### config.mk
export PLATFORM = sky130hd
export DESIGN_NAME = topic_filter_match_core_flat
export DESIGN_NICKNAME = d
export VERILOG_FILES = /design/src/rtl/tfm_pkg.sv /design/src/rtl/tfm_intf.sv /design/src/rtl/tfm_front.sv /design/src/rtl/tfm_fifo.sv /design/src/rtl/tfm_back.sv /design/src/rtl/topic_filter_match_core.sv /design/src/flat_wrapper.sv
export VERILOG_INCLUDE_DIRS = /design/src /design/src/rtl
export SDC_FILE = /design/constraint.sdc
export NUM_CORES = 2
export LEC_CHECK = 0
export BUFFER_PORTS_ARGS = -buffer_cell sky130_fd_sc_hd__buf_4
export CAP_MARGIN = 20
export CORE_ASPECT_RATIO = 1.75
export CORE_MARGIN = 4
export CORE_UTILIZATION = 58
export DETAILED_ROUTE_END_ITERATION = 10
export PLACE_DENSITY_LB_ADDON = 0.15
export SETUP_SLACK_MARGIN = 0.5
export SYNTH_ARGS = -nofsm -noshare
export SYNTH_HDL_FRONTEND = slang
export SYNTH_SLANG_ARGS = --single-unit
### constraint.sdc
create_clock -name i_clk -period 7.4 [get_ports i_clk]
set_input_delay 1.48 -clock i_clk [delete_from_list [all_inputs] [get_ports i_clk]]
set_output_delay 1.48 -clock i_clk [all_outputs]
set_load 0.02 [all_outputs]
### src/rtl/topic_filter_match_core_defines.svh
// Assertion macros shared by the topic filter matcher RTL.
`ifndef TOPIC_FILTER_MATCH_CORE_DEFINES_SVH
`define TOPIC_FILTER_MATCH_CORE_DEFINES_SVH

// Same-cycle implication, checked while out of reset.
`define TFM_ASSERT_IMP(lbl, clk, rstn, ante, cons) \
    lbl: assert property (@(posedge clk) disable iff (!rstn) (ante) |-> (cons)) \
        else $error("tfm same-cycle check failed");

// Next-cycle implication, checked while out of reset.
`define TFM_ASSERT_NEXT(lbl, clk, rstn, ante, cons) \
    lbl: assert property (@(posedge clk) disable iff (!rstn) (ante) |=> (cons)) \
        else $error("tfm next-cycle check failed");

`endif

### src/rtl/tfm_pkg.sv
// Types, constants and codes shared by the topic filter matcher modules.
`default_nettype none
package tfm_pkg;

    localparam int FILTER_BYTES  = 256;
    localparam int LEVEL_LIMIT   = 128;
    localparam int TOPIC_MAX_LEN = 65535;
    localparam int FILT_LIMIT    = (FILTER_BYTES < TOPIC_MAX_LEN) ? FILTER_BYTES : TOPIC_MAX_LEN;

    localparam int ADDR_W = $clog2(FILTER_BYTES);
    localparam int FL_W   = $clog2(FILTER_BYTES + 1);
    localparam int LEN_W  = $clog2(TOPIC_MAX_LEN + 1);
    localparam int LVL_W  = $clog2(LEVEL_LIMIT + 1);
    localparam int ERR_W  = 4;

    localparam int FIFO_DEPTH = 2;
    localparam int PTR_W      = $clog2(FIFO_DEPTH);
    localparam int CNT_W      = $clog2(FIFO_DEPTH + 1);

    localparam logic [7:0] CH_LOW   = 8'h20;
    localparam logic [7:0] CH_HIGH  = 8'h7E;
    localparam logic [7:0] CH_HASH  = 8'h23;
    localparam logic [7:0] CH_PLUS  = 8'h2B;
    localparam logic [7:0] CH_SLASH = 8'h2F;

    localparam logic [ERR_W-1:0] ERR_NONE       = 4'd0;
    localparam logic [ERR_W-1:0] ERR_EMPTY      = 4'd1;
    localparam logic [ERR_W-1:0] ERR_TOO_LONG   = 4'd2;
    localparam logic [ERR_W-1:0] ERR_BAD_CHAR   = 4'd3;
    localparam logic [ERR_W-1:0] ERR_TOPIC_WILD = 4'd4;
    localparam logic [ERR_W-1:0] ERR_LEVELS     = 4'd5;
    localparam logic [ERR_W-1:0] ERR_HASH_POS   = 4'd6;
    localparam logic [ERR_W-1:0] ERR_PARTIAL    = 4'd7;
    localparam logic [ERR_W-1:0] ERR_NO_FILTER  = 4'd8;

    localparam logic KIND_FILTER = 1'b0;
    localparam logic KIND_TOPIC  = 1'b1;

    typedef enum logic [1:0] {
        MD_CMP,
        MD_SKIP,
        MD_REST,
        MD_FAIL
    } t_mode;

    typedef enum logic {
        BS_RUN,
        BS_FINISH
    } t_bstate;

    // One classified word handed from the front to the back.
    typedef struct packed {
        logic       kind;
        logic       first;
        logic       nob;
        logic       last;
        logic [7:0] byte_v;
        logic       bad;
        logic       slash;
        logic       plus;
        logic       hash;
    } t_work;

    typedef struct packed {
        logic             result_of;
        logic             matched;
        logic             topic_ok;
        logic             filter_ok;
        logic [ERR_W-1:0] error_code;
    } t_res;

endpackage
`default_nettype wire

### src/rtl/tfm_intf.sv
// Valid/ready channel interfaces for input words and result words.
`default_nettype none
interface tfm_item_if;
    logic       valid;
    logic       ready;
    logic       func;
    logic [7:0] data_byte;
    logic       no_byte;
    logic       last;

    modport source (output valid, output func, output data_byte, output no_byte,
                    output last, input ready);
    modport sink   (input valid, input func, input data_byte, input no_byte,
                    input last, output ready);
endinterface

interface tfm_res_if;
    logic                      valid;
    logic                      ready;
    logic                      result_of;
    logic                      matched;
    logic                      topic_ok;
    logic                      filter_ok;
    logic [tfm_pkg::ERR_W-1:0] error_code;

    modport source (output valid, output result_of, output matched, output topic_ok,
                    output filter_ok, output error_code, input ready);
    modport sink   (input valid, input result_of, input matched, input topic_ok,
                    input filter_ok, input error_code, output ready);
endinterface
`default_nettype wire

### src/rtl/tfm_front.sv
// Front end: accepts input words, tracks string boundaries and classifies bytes.
`default_nettype none
module tfm_front (
    input  logic           i_clk,
    input  logic           i_rst_n,
    tfm_item_if.sink       i_item,
    input  logic           i_push_ready,
    output logic           o_push,
    output tfm_pkg::t_work o_work
);
    import tfm_pkg::*;

    logic r_busy;
    logic r_kind;
    logic n_busy;
    logic n_kind;
    logic ignore;
    logic take;

    // An empty word that does not end a string outside of any string is dropped.
    assign ignore       = !r_busy && i_item.no_byte && !i_item.last;
    assign i_item.ready = i_push_ready;
    assign take         = i_item.valid && i_push_ready;
    assign o_push       = take && !ignore;

    always_comb begin
        o_work.kind   = r_busy ? r_kind : i_item.func;
        o_work.first  = !r_busy;
        o_work.nob    = i_item.no_byte;
        o_work.last   = i_item.last;
        o_work.byte_v = i_item.data_byte;
        o_work.bad    = (i_item.data_byte < CH_LOW) || (i_item.data_byte > CH_HIGH);
        o_work.slash  = (i_item.data_byte == CH_SLASH);
        o_work.plus   = (i_item.data_byte == CH_PLUS);
        o_work.hash   = (i_item.data_byte == CH_HASH);
    end

    always_comb begin
        n_busy = r_busy;
        n_kind = r_kind;
        if (o_push) begin
            n_busy = !i_item.last;
            n_kind = o_work.kind;
        end
    end

    always_ff @(posedge i_clk) begin
        if (!i_rst_n) begin
            r_busy <= 1'b0;
            r_kind <= KIND_FILTER;
        end else begin
            r_busy <= n_busy;
            r_kind <= n_kind;
        end
    end

endmodule
`default_nettype wire

### src/rtl/tfm_fifo.sv
// Short queue of classified words between the front and the back.
`default_nettype none
module tfm_fifo (
    input  logic           i_clk,
    input  logic           i_rst_n,
    input  logic           i_push,
    input  tfm_pkg::t_work i_work,
    output logic           o_push_ready,
    input  logic           i_pop,
    output logic           o_pop_valid,
    output tfm_pkg::t_work o_work
);
    import tfm_pkg::*;

    t_work            r_mem [FIFO_DEPTH];
    logic [PTR_W-1:0] r_wp;
    logic [PTR_W-1:0] r_rp;
    logic [CNT_W-1:0] r_cnt;
    logic [CNT_W-1:0] n_cnt;

    assign o_push_ready = (r_cnt != CNT_W'(FIFO_DEPTH));
    assign o_pop_valid  = (r_cnt != '0);
    assign o_work       = r_mem[r_rp];

    always_comb begin
        n_cnt = r_cnt;
        if (i_push && !i_pop) begin
            n_cnt = r_cnt + 1'b1;
        end else if (!i_push && i_pop) begin
            n_cnt = r_cnt - 1'b1;
        end
    end

    always_ff @(posedge i_clk) begin
        if (i_push) begin
            r_mem[r_wp] <= i_work;
        end
    end

    always_ff @(posedge i_clk) begin
        if (!i_rst_n) begin
            r_wp  <= '0;
            r_rp  <= '0;
            r_cnt <= '0;
        end else begin
            if (i_push) begin
                r_wp <= r_wp + 1'b1;
            end
            if (i_pop) begin
                r_rp <= r_rp + 1'b1;
            end
            r_cnt <= n_cnt;
        end
    end

endmodule
`default_nettype wire

### src/rtl/tfm_back.sv
// Back end: filter store, validation, level-by-level matching and the result register.
`default_nettype none
`include "topic_filter_match_core_defines.svh"
module tfm_back (
    input  logic           i_clk,
    input  logic           i_rst_n,
    input  logic           i_q_valid,
    input  tfm_pkg::t_work i_q_work,
    output logic           o_q_pop,
    tfm_res_if.source      o_res
);
    import tfm_pkg::*;

    logic [7:0]       r_store [FILTER_BYTES];
    logic [7:0]       r_rd;

    t_bstate          r_state;
    t_bstate          n_state;
    logic             r_out_valid;
    logic             n_out_valid;
    t_res             r_out;
    t_res             n_out;

    logic [FL_W-1:0]  r_fl;
    logic [FL_W-1:0]  n_fl;
    logic             r_fvalid;
    logic             n_fvalid;
    logic             r_hash_end;
    logic             n_hash_end;

    logic             r_kind;
    logic             n_kind;
    logic [LEN_W-1:0] r_len;
    logic [LEN_W-1:0] n_len;
    logic [FL_W-1:0]  r_lvl_start;
    logic [FL_W-1:0]  n_lvl_start;
    logic [LVL_W-1:0] r_lvl_cnt;
    logic [LVL_W-1:0] n_lvl_cnt;
    logic [7:0]       r_lvl_ch;
    logic [7:0]       n_lvl_ch;
    logic [ERR_W-1:0] r_perr;
    logic [ERR_W-1:0] n_perr;
    logic [FL_W-1:0]  r_cursor;
    logic [FL_W-1:0]  n_cursor;
    t_mode            r_mode;
    t_mode            n_mode;
    logic             r_fresh;
    logic             n_fresh;
    logic             r_bad;
    logic             n_bad;
    logic             r_long;
    logic             n_long;
    logic             r_wild;
    logic             n_wild;

    logic             mem_we;
    logic             slot_free;
    logic             do_item;
    logic             finish_go;
    logic             have;
    logic [FL_W:0]    cur1;
    logic [FL_W:0]    cur2;
    logic [FL_W:0]    cur3;
    logic [FL_W-1:0]  pos;
    logic [FL_W-1:0]  lvl_len;
    logic [ERR_W-1:0] err;
    logic             end_hit;

    assign slot_free = !r_out_valid || o_res.ready;
    assign do_item   = (r_state == BS_RUN) && i_q_valid;
    assign finish_go = (r_state == BS_FINISH) && slot_free;
    assign o_q_pop   = do_item;

    assign have = (r_cursor < r_fl);
    assign cur1 = {1'b0, r_cursor} + (FL_W+1)'(1);
    assign cur2 = {1'b0, r_cursor} + (FL_W+1)'(2);
    assign cur3 = {1'b0, r_cursor} + (FL_W+1)'(3);
    assign pos  = r_len[FL_W-1:0];

    assign o_res.valid      = r_out_valid;
    assign o_res.result_of  = r_out.result_of;
    assign o_res.matched    = r_out.matched;
    assign o_res.topic_ok   = r_out.topic_ok;
    assign o_res.filter_ok  = r_out.filter_ok;
    assign o_res.error_code = r_out.error_code;

    // Next state.
    always_comb begin
        n_state = r_state;
        unique case (r_state)
            BS_RUN: begin
                if (do_item && i_q_work.last) begin
                    n_state = BS_FINISH;
                end
            end
            BS_FINISH: begin
                if (slot_free) begin
                    n_state = BS_RUN;
                end
            end
            default: n_state = BS_RUN;
        endcase
    end

    // Datapath and outputs.
    always_comb begin
        n_out_valid = r_out_valid && !o_res.ready;
        n_out       = r_out;
        n_fl        = r_fl;
        n_fvalid    = r_fvalid;
        n_hash_end  = r_hash_end;
        n_kind      = r_kind;
        n_len       = r_len;
        n_lvl_start = r_lvl_start;
        n_lvl_cnt   = r_lvl_cnt;
        n_lvl_ch    = r_lvl_ch;
        n_perr      = r_perr;
        n_cursor    = r_cursor;
        n_mode      = r_mode;
        n_fresh     = r_fresh;
        n_bad       = r_bad;
        n_long      = r_long;
        n_wild      = r_wild;
        mem_we      = 1'b0;
        lvl_len     = '0;
        err         = ERR_NONE;
        end_hit     = 1'b0;

        if (do_item) begin
            n_kind = i_q_work.kind;
            if (i_q_work.first && (i_q_work.kind == KIND_FILTER)) begin
                n_fvalid   = 1'b0;
                n_fl       = '0;
                n_hash_end = 1'b0;
            end
            if (!i_q_work.nob && (i_q_work.kind == KIND_FILTER) && !r_long) begin
                if (r_len >= LEN_W'(FILT_LIMIT)) begin
                    n_long = 1'b1;
                end else begin
                    mem_we = 1'b1;
                    n_fl   = pos + 1'b1;
                    n_len  = r_len + 1'b1;
                    if (i_q_work.bad) begin
                        n_bad = 1'b1;
                    end
                    if (pos == r_lvl_start) begin
                        n_lvl_ch = i_q_work.byte_v;
                    end
                    if (i_q_work.slash) begin
                        lvl_len = pos - r_lvl_start;
                        if (lvl_len == FL_W'(1)) begin
                            if (r_lvl_ch == CH_HASH && n_perr == ERR_NONE) begin
                                n_perr = ERR_HASH_POS;
                            end
                        end else if (lvl_len > FL_W'(1) && r_wild && n_perr == ERR_NONE) begin
                            n_perr = ERR_PARTIAL;
                        end
                        n_wild = 1'b0;
                        if (r_lvl_cnt >= LVL_W'(LEVEL_LIMIT)) begin
                            if (n_perr == ERR_NONE) begin
                                n_perr = ERR_LEVELS;
                            end
                        end else begin
                            n_lvl_cnt = r_lvl_cnt + 1'b1;
                        end
                        n_lvl_start = pos + 1'b1;
                    end else if (i_q_work.plus || i_q_work.hash) begin
                        n_wild = 1'b1;
                    end
                end
            end else if (!i_q_work.nob && (i_q_work.kind == KIND_TOPIC) && !r_long) begin
                if (r_len >= LEN_W'(TOPIC_MAX_LEN)) begin
                    n_long = 1'b1;
                    n_mode = MD_FAIL;
                end else begin
                    n_len = r_len + 1'b1;
                    if (i_q_work.bad) begin
                        n_bad = 1'b1;
                    end
                    if (i_q_work.plus || i_q_work.hash) begin
                        if (n_perr == ERR_NONE || ERR_TOPIC_WILD < n_perr) begin
                            n_perr = ERR_TOPIC_WILD;
                        end
                    end
                    if (i_q_work.slash) begin
                        if (r_lvl_cnt >= LVL_W'(LEVEL_LIMIT)) begin
                            if (n_perr == ERR_NONE || ERR_LEVELS < n_perr) begin
                                n_perr = ERR_LEVELS;
                            end
                        end else begin
                            n_lvl_cnt = r_lvl_cnt + 1'b1;
                        end
                    end
                    // One store read per byte: r_rd holds the entry under the cursor.
                    unique case (r_mode)
                        MD_REST, MD_FAIL: begin
                        end
                        MD_SKIP: begin
                            if (i_q_work.slash) begin
                                if (have && r_rd == CH_SLASH) begin
                                    n_cursor = r_cursor + 1'b1;
                                    n_mode   = MD_CMP;
                                    n_fresh  = 1'b1;
                                end else begin
                                    n_mode = MD_FAIL;
                                end
                            end
                        end
                        MD_CMP: begin
                            if (r_fresh && have && r_rd == CH_HASH) begin
                                n_mode = MD_REST;
                            end else if (r_fresh && have && r_rd == CH_PLUS) begin
                                n_cursor = r_cursor + 1'b1;
                                n_fresh  = 1'b0;
                                n_mode   = MD_SKIP;
                                if (i_q_work.slash) begin
                                    // In a valid filter a lone '+' that is not the last level is followed by '/'.
                                    if (cur1 < {1'b0, r_fl}) begin
                                        n_cursor = cur2[FL_W-1:0];
                                        n_mode   = MD_CMP;
                                        n_fresh  = 1'b1;
                                    end else begin
                                        n_mode = MD_FAIL;
                                    end
                                end
                            end else if (i_q_work.slash) begin
                                if (have && r_rd == CH_SLASH) begin
                                    n_cursor = r_cursor + 1'b1;
                                    n_mode   = MD_CMP;
                                    n_fresh  = 1'b1;
                                end else begin
                                    n_mode = MD_FAIL;
                                end
                            end else if (have && r_rd == i_q_work.byte_v) begin
                                n_cursor = r_cursor + 1'b1;
                                n_fresh  = 1'b0;
                            end else begin
                                n_mode = MD_FAIL;
                            end
                        end
                        default: n_mode = MD_FAIL;
                    endcase
                end
            end
        end else if (finish_go) begin
            if (r_kind == KIND_FILTER) begin
                if (!r_long && r_len != '0) begin
                    lvl_len = pos - r_lvl_start;
                    if (lvl_len == FL_W'(1)) begin
                        if (r_lvl_ch == CH_HASH) begin
                            n_hash_end = (r_lvl_start != '0);
                        end
                    end else if (lvl_len > FL_W'(1) && r_wild && n_perr == ERR_NONE) begin
                        n_perr = ERR_PARTIAL;
                    end
                end
            end
            if (r_len == '0 && !r_long) begin
                err = ERR_EMPTY;
            end else if (r_long) begin
                err = ERR_TOO_LONG;
            end else if (r_bad) begin
                err = ERR_BAD_CHAR;
            end else begin
                err = n_perr;
            end
            if (r_kind == KIND_FILTER) begin
                n_fvalid         = (err == ERR_NONE);
                n_out.result_of  = KIND_FILTER;
                n_out.matched    = 1'b0;
                n_out.topic_ok   = 1'b0;
                n_out.filter_ok  = (err == ERR_NONE);
                n_out.error_code = err;
            end else begin
                // End of topic: the filter must be used up, or end in a lone '#' level.
                priority case (r_mode)
                    MD_REST: end_hit = 1'b1;
                    MD_FAIL: end_hit = 1'b0;
                    default: begin
                        if (r_mode == MD_CMP && r_fresh && have && r_rd == CH_HASH) begin
                            end_hit = 1'b1;
                        end else if (r_mode == MD_CMP && r_fresh && have && r_rd == CH_PLUS) begin
                            end_hit = (cur1 >= {1'b0, r_fl})
                                   || (r_hash_end && cur3 == {1'b0, r_fl});
                        end else begin
                            end_hit = !have || (r_hash_end && cur2 == {1'b0, r_fl});
                        end
                    end
                endcase
                n_out.result_of  = KIND_TOPIC;
                n_out.matched    = (err == ERR_NONE) && r_fvalid && end_hit;
                n_out.topic_ok   = (err == ERR_NONE);
                n_out.filter_ok  = r_fvalid;
                n_out.error_code = (err != ERR_NONE) ? err
                                 : (r_fvalid ? ERR_NONE : ERR_NO_FILTER);
            end
            n_out_valid = 1'b1;
            n_len       = '0;
            n_lvl_start = '0;
            n_lvl_cnt   = LVL_W'(1);
            n_perr      = ERR_NONE;
            n_cursor    = '0;
            n_mode      = MD_CMP;
            n_fresh     = 1'b1;
            n_bad       = 1'b0;
            n_long      = 1'b0;
            n_wild      = 1'b0;
        end
    end

    // Filter store: written during filter loads, read ahead at the next cursor.
    always_ff @(posedge i_clk) begin
        if (mem_we) begin
            r_store[pos[ADDR_W-1:0]] <= i_q_work.byte_v;
        end
        r_rd <= r_store[n_cursor[ADDR_W-1:0]];
    end

    always_ff @(posedge i_clk) begin
        r_out    <= n_out;
        r_lvl_ch <= n_lvl_ch;
    end

    always_ff @(posedge i_clk) begin
        if (!i_rst_n) begin
            r_state     <= BS_RUN;
            r_out_valid <= 1'b0;
            r_fl        <= '0;
            r_fvalid    <= 1'b0;
            r_hash_end  <= 1'b0;
            r_kind      <= KIND_FILTER;
            r_len       <= '0;
            r_lvl_start <= '0;
            r_lvl_cnt   <= LVL_W'(1);
            r_perr      <= ERR_NONE;
            r_cursor    <= '0;
            r_mode      <= MD_CMP;
            r_fresh     <= 1'b1;
            r_bad       <= 1'b0;
            r_long      <= 1'b0;
            r_wild      <= 1'b0;
        end else begin
            r_state     <= n_state;
            r_out_valid <= n_out_valid;
            r_fl        <= n_fl;
            r_fvalid    <= n_fvalid;
            r_hash_end  <= n_hash_end;
            r_kind      <= n_kind;
            r_len       <= n_len;
            r_lvl_start <= n_lvl_start;
            r_lvl_cnt   <= n_lvl_cnt;
            r_perr      <= n_perr;
            r_cursor    <= n_cursor;
            r_mode      <= n_mode;
            r_fresh     <= n_fresh;
            r_bad       <= n_bad;
            r_long      <= n_long;
            r_wild      <= n_wild;
        end
    end

    `TFM_ASSERT_IMP(a_cursor_in_filter, i_clk, i_rst_n, 1'b1, r_cursor <= r_fl)
    `TFM_ASSERT_NEXT(a_finish_emits, i_clk, i_rst_n, finish_go, r_out_valid && (r_state == BS_RUN))
    `TFM_ASSERT_IMP(a_valid_filter_nonempty, i_clk, i_rst_n, r_fvalid, r_fl != '0)

endmodule
`default_nettype wire

### src/rtl/topic_filter_match_core.sv
// Top level of the topic filter matcher: front end, word queue and back end.
`default_nettype none
// Topic filter matcher. Load a subscription filter by sending its bytes with func = 0,
// the final word marked by last; then send topic strings with func = 1. One result word
// comes out for each string, on its final word: for a filter, whether it is valid and its
// error code; for a topic, match, topic validity, filter validity and the error code.
// A '+' level of the filter matches exactly one topic level, possibly empty, and a '#'
// level matches the rest of the topic, including no level. Throughput is one input word
// per clock while the queue has room; each string then costs an extra back-end finish
// step at its end, because the end-of-topic decision needs the filter store entry under
// the final cursor and the store has a single registered read port. A two-word queue
// separates the accepting front end from the back end, and the result sits in an output
// register, so input keeps flowing while a result waits to be taken. The filter store
// needs no clearing after reset.
module topic_filter_match_core (
    input  logic      i_clk,
    input  logic      i_rst_n,
    tfm_item_if.sink  i_item,
    tfm_res_if.source o_res
);
    import tfm_pkg::*;

    // Front to queue.
    logic  push;
    logic  push_ready;
    t_work front_work;

    // Queue to back.
    logic  q_valid;
    logic  q_pop;
    t_work q_work;

    // The front end decides string kind and boundaries and classifies each byte.
    tfm_front u_front (
        .i_clk        (i_clk),
        .i_rst_n      (i_rst_n),
        .i_item       (i_item),
        .i_push_ready (push_ready),
        .o_push       (push),
        .o_work       (front_work)
    );

    // The queue lets the front keep accepting while the back finishes a string.
    tfm_fifo u_fifo (
        .i_clk        (i_clk),
        .i_rst_n      (i_rst_n),
        .i_push       (push),
        .i_work       (front_work),
        .o_push_ready (push_ready),
        .i_pop        (q_pop),
        .o_pop_valid  (q_valid),
        .o_work       (q_work)
    );

    // The back end holds the filter and does validation, matching and results.
    tfm_back u_back (
        .i_clk     (i_clk),
        .i_rst_n   (i_rst_n),
        .i_q_valid (q_valid),
        .i_q_work  (q_work),
        .o_q_pop   (q_pop),
        .o_res     (o_res)
    );

endmodule
`default_nettype wire

### src/flat_wrapper.sv
// flat-port wrapper written by rule: the top's interface ports become plain ports
module topic_filter_match_core_flat import tfm_pkg::*;
  (i_clk, i_rst_n, i_item_valid, i_item_func, i_item_data_byte, i_item_no_byte, i_item_last, i_item_ready, o_res_valid, o_res_result_of, o_res_matched, o_res_topic_ok, o_res_filter_ok, o_res_error_code, o_res_ready);
  tfm_item_if i_item_i ();
  tfm_res_if o_res_i ();
  input  logic i_clk;
  input  logic i_rst_n;
  input wire logic [$bits(i_item_i.valid)-1:0] i_item_valid;
  input wire logic [$bits(i_item_i.func)-1:0] i_item_func;
  input wire logic [$bits(i_item_i.data_byte)-1:0] i_item_data_byte;
  input wire logic [$bits(i_item_i.no_byte)-1:0] i_item_no_byte;
  input wire logic [$bits(i_item_i.last)-1:0] i_item_last;
  output wire logic [$bits(i_item_i.ready)-1:0] i_item_ready;
  output wire logic [$bits(o_res_i.valid)-1:0] o_res_valid;
  output wire logic [$bits(o_res_i.result_of)-1:0] o_res_result_of;
  output wire logic [$bits(o_res_i.matched)-1:0] o_res_matched;
  output wire logic [$bits(o_res_i.topic_ok)-1:0] o_res_topic_ok;
  output wire logic [$bits(o_res_i.filter_ok)-1:0] o_res_filter_ok;
  output wire logic [$bits(o_res_i.error_code)-1:0] o_res_error_code;
  input wire logic [$bits(o_res_i.ready)-1:0] o_res_ready;
  assign i_item_i.valid = i_item_valid;
  assign i_item_i.func = i_item_func;
  assign i_item_i.data_byte = i_item_data_byte;
  assign i_item_i.no_byte = i_item_no_byte;
  assign i_item_i.last = i_item_last;
  assign i_item_ready = i_item_i.ready;
  assign o_res_valid = o_res_i.valid;
  assign o_res_result_of = o_res_i.result_of;
  assign o_res_matched = o_res_i.matched;
  assign o_res_topic_ok = o_res_i.topic_ok;
  assign o_res_filter_ok = o_res_i.filter_ok;
  assign o_res_error_code = o_res_i.error_code;
  assign o_res_i.ready = o_res_ready;
  topic_filter_match_core u_core (.i_clk(i_clk), .i_rst_n(i_rst_n), .i_item(i_item_i), .o_res(o_res_i));
endmodule
==> impl_results.md <==
* Endpoints failing setup at 0
* Final worst slack at 0.531 ns
* Post-layout util at 0.645
* Gr ovfl total at 0
* First-pass DRT Iterations at 8
* DP Worst Slack at -0.292 ns
* Synth Flop Type: edfxtp_1
* Initial core utilization at 0.583
* # rows at between 150 and 200
* Number of nets in the layout at 6,967
* Clock H-tree levels at 4
* CP arrival at about 7.6 ns
* Clock sinks at 2,177
* CTS buffer count at 192
* Status: finished clean
* Number of DRC markers after the initial detailed-route iteration at 7,887
* CP max FO at 11
* Post-synthesis sequential area ratio at 0.725
* Placer congestion estimate at 0.957
* Largest net degree at the start of global routing at 164
* Height of the chip at between 500 and 600 µm
* Vias in the first global route at 58.1k
* Total number of vias at between 50k and 60k
* Warnings, synthesis at 0
* WL/cell at between 20 and 30 µm
* Max Freq at about 0.15 GHz
* Setup CP Type: flop to flop
* Synthesized area per cell at roughly 13 µm²
* IO Count at 25
* Final HPWL DP at about 170,000 µm
* Clock Tree Root: clkbuf_16
* Async SR Flop Fraction at 0
* Wire length of the first global-routing pass at 388,000 µm
* Drt total wl at about 270,000 µm
* Critical-path cell list: ha_1 > nand2_1 > nor2_1 > xor2_1 > ha_1 > nand3_1 > a211oi_1 > a2111o_1 > nor4_2 > a211oi_2 > nor2_1 > mux2i_1 > o21ai_2 > buf_4 > or2_2 > nor2_1 > buf_4 > o21ai_0 > o21ai_0 > buf_4 > a311oi_2 > nor3_1
* Worst-path clk slew at around 0.07 ns
* Tightest Pin Transition at roughly 1.3 ns
* # DRC at 0
* Worst IR Drop VDD at around 450 µV
* Fin. max-slew vios at 0
* RSZ-0062 raised after global routing: false
* Setup Skew at about 0.05 ns
* Die Wd at between 300 and 400 µm
* Tcrit/Tclk final at 0.928
* Max-Cap Viols at 0
* Core ar. at 153,000 µm²
* Critical Path RT at just over 8 ns
* Syn_nets at 6,966
* Post-synth top area cell: edfxtp_1
* Die area at ~160,000 µm²
* Worst-Skew Late Latency at around 0.84 ns
* Layout cells sized above 1 at 0.0900
* Min-delay worst type: flop to flop
* Area growth, synth to finish at 10.7%
* Rel. slew slack at 0.148
* Port bufs at 24
* Mapped cell area at 89,100 µm²
* Pwr/cell area at ~400 nW/µm²
* Synth Instances at about 6.9k
* Post-synth EDFFs at between 2k and 2.5k
* Slowest stage delay, CP at between 0.6 and 0.7 ns
* Post-synth cell types at between 70 and 80
* Post-CTS Hold Buffers at 0
* CTS tree: yes
* Lkg Pwr at about 33 nW
* Initial antenna violation count at 9
* Startpoint type of the worst setup path: flop
* Crit. End Element: flop
* Vias per cell at 6.56
* Post-route antenna net violation count at 0
* Slowest cell on crit path: a311oi_2
* Yosys reg bits at ~2.2k
* Final Critical Period at ~7 ns
* Gr usage total at 0.326
* CTS Buffer Depth at 4
* Total power at slightly below 40 mW
* Fin. Hold Viols at 0
* Top-area cell type share of the netlist area at 0.706
* Area contributors post-synth: edfxtp_1 (71%), nand2_1 (6.8%), a21oi_1 (2.7%)
## what timing repair did
item                       in CTS  in global routing
gates resized for setup        11                  6
setup buffers                   3                  2
setup endpoints to repair       6                  8
pin swaps                       0                  1
gates cloned                    0                  1
## per-stage QoR
step / area [µm²] / cells / hold slack, ns / setup TNS [ns]
2_1_floorplan: 89100 / 6913 / 0.443 / 0
3_3_place_gp: 92400 / 8721 / 0.469 / -0.155
3_5_place_dp: 92400 / 8730 / 0.483 / -0.292
4_1_cts: 98600 / 9071 / 0.500 / 0
5_1_grt: 98600 / 9075 / 0.543 / 0
6_report: 98600 / 9082 / 0.505 / 0
## cells in the final DEF, fill, tap and decap left out, drive strengths merged, types with 172 or more instances in the layout
cell / synthesis / layout
a21oi: 484 / 484
a311oi: 199 / 199
a221oi: 172 / 172
clkbuf: 218 / 239
nand2: 1617 / 1617
nor2: 413 / 413
and3: 246 / 246
edfxtp: 2096 / 2096
buf: 268 / 292
nand3: 226 / 226
## area by class of cell
class / instances / area (µm²)
diodes: 8 / 20.0
multi-input cells: 4202 / 22600
well taps: 2016 / 2520
flip-flops and latches: 2177 / 64600
clock buffers: 239 / 5140
inverters: 49 / 184
repair buffers: 292 / 2770
clock inverters: 99 / 861
fillers: 11079 / 54200
## layer usage
metal,track usage,part of all wire
met1,0.388,0.33
met2,0.554,0.50
met3,0.0501,0.089
met4,0.216,0.080
met5,0,0.00010
## power breakdown
part,leakage [nW],total (mW),switching (mW),internal (mW)
clock network,2.95,9.81,4.38,5.44
logic,10.5,14.6,10.3,4.35
registers,19.5,14.7,0.166,14.6
total,32.9,39.2,14.8,24.4
## worst max-delay path, delay by kind of cell (launching register included)
kind                     cells  cell delay, ns
adder cells (fa/ha/maj)      2            0.72
multiplexers                 1            0.18
buffers and inverters        3            0.81
flip-flops                   1            0.51
XOR/XNOR                     1            0.27
AND/OR/NAND/NOR              8            1.83
AO/OA/AOI/OAI                7            2.37
## final timing paths
path	slack [ns]	cells after the start	endpoint	from
worst max-delay path	0.53	22	u_core.u_back.r_rd[0]	u_core.u_back.r_cursor[0]
worst min-delay path	0.51	2	u_core.u_front.r_kind	u_core.u_front.r_kind
worst max register to register	0.53	22	u_core.u_back.r_rd[0]	u_core.u_back.r_cursor[0]
worst min register to register	0.51	2	u_core.u_front.r_kind	u_core.u_front.r_kind
## cells by family (layout without fill, tap and decap cells)
kind of cell | after synthesis | in the layout | synth area share
AO/OA/AOI/OAI | 1314 | 1314 | 0.0979
XOR/XNOR | 57 | 57 | 0.00560
adder cells (fa/ha/maj) | 38 | 38 | 0.00542
AND/OR/NAND/NOR | 2713 | 2714 | 0.131
multiplexers | 79 | 79 | 0.00925
buffers and inverters | 535 | 679 | 0.0266
other | 0 | 8 | 0
flip-flops | 2177 | 2177 | 0.725
## sequential cells by signal, summed over array words and instances (netlist names), 2 cells and up, named ones only
register and flops:
u_core.u_back.o_res.error_code 4, u_core.u_back.r_cursor 9, u_core.u_back.r_fl 9, u_core.u_back.r_len 16, u_core.u_back.r_lvl_ch 8, u_core.u_back.r_lvl_cnt 8
u_core.u_back.r_lvl_start 9, u_core.u_back.r_mode 2, u_core.u_back.r_perr 4, u_core.u_back.r_rd 8, u_core.u_back.r_store 2048, u_core.u_fifo.r_cnt 2
u_core.u_fifo.r_mem 32
## synthesized netlist by cell type, types with 5 or more instances
cell and count:
edfxtp_1 2096, ha_1 37, mux2i_1 66, dfxtp_1 81
nand2_1 1617, a311oi_1 199, a221oi_1 172, a31oi_1 89
a22oi_1 37, o31a_1 8, a221o_1 14, nand4_1 48
and3_1 246, nand2b_1 12, clkbuf_1 218, nor3b_1 6
buf_4 25, inv_1 45, o21a_1 7, and2_1 13
nand3_1 226, nor3_1 49, buf_1 53, nor4_1 38
a32o_1 7, o211ai_1 13, o21ai_0 150, mux2_2 7
nor2_1 413, nor2b_1 10, o22ai_1 18, o41ai_1 9
o21ai_1 9, a31o_2 8, buf_6 5, a211oi_1 53
a21oi_1 484, or4_1 6, xnor2_1 21, a2111oi_0 10
buf_2 185, xor2_1 36
Note: power is estimated with default switching activity, not from simulation.
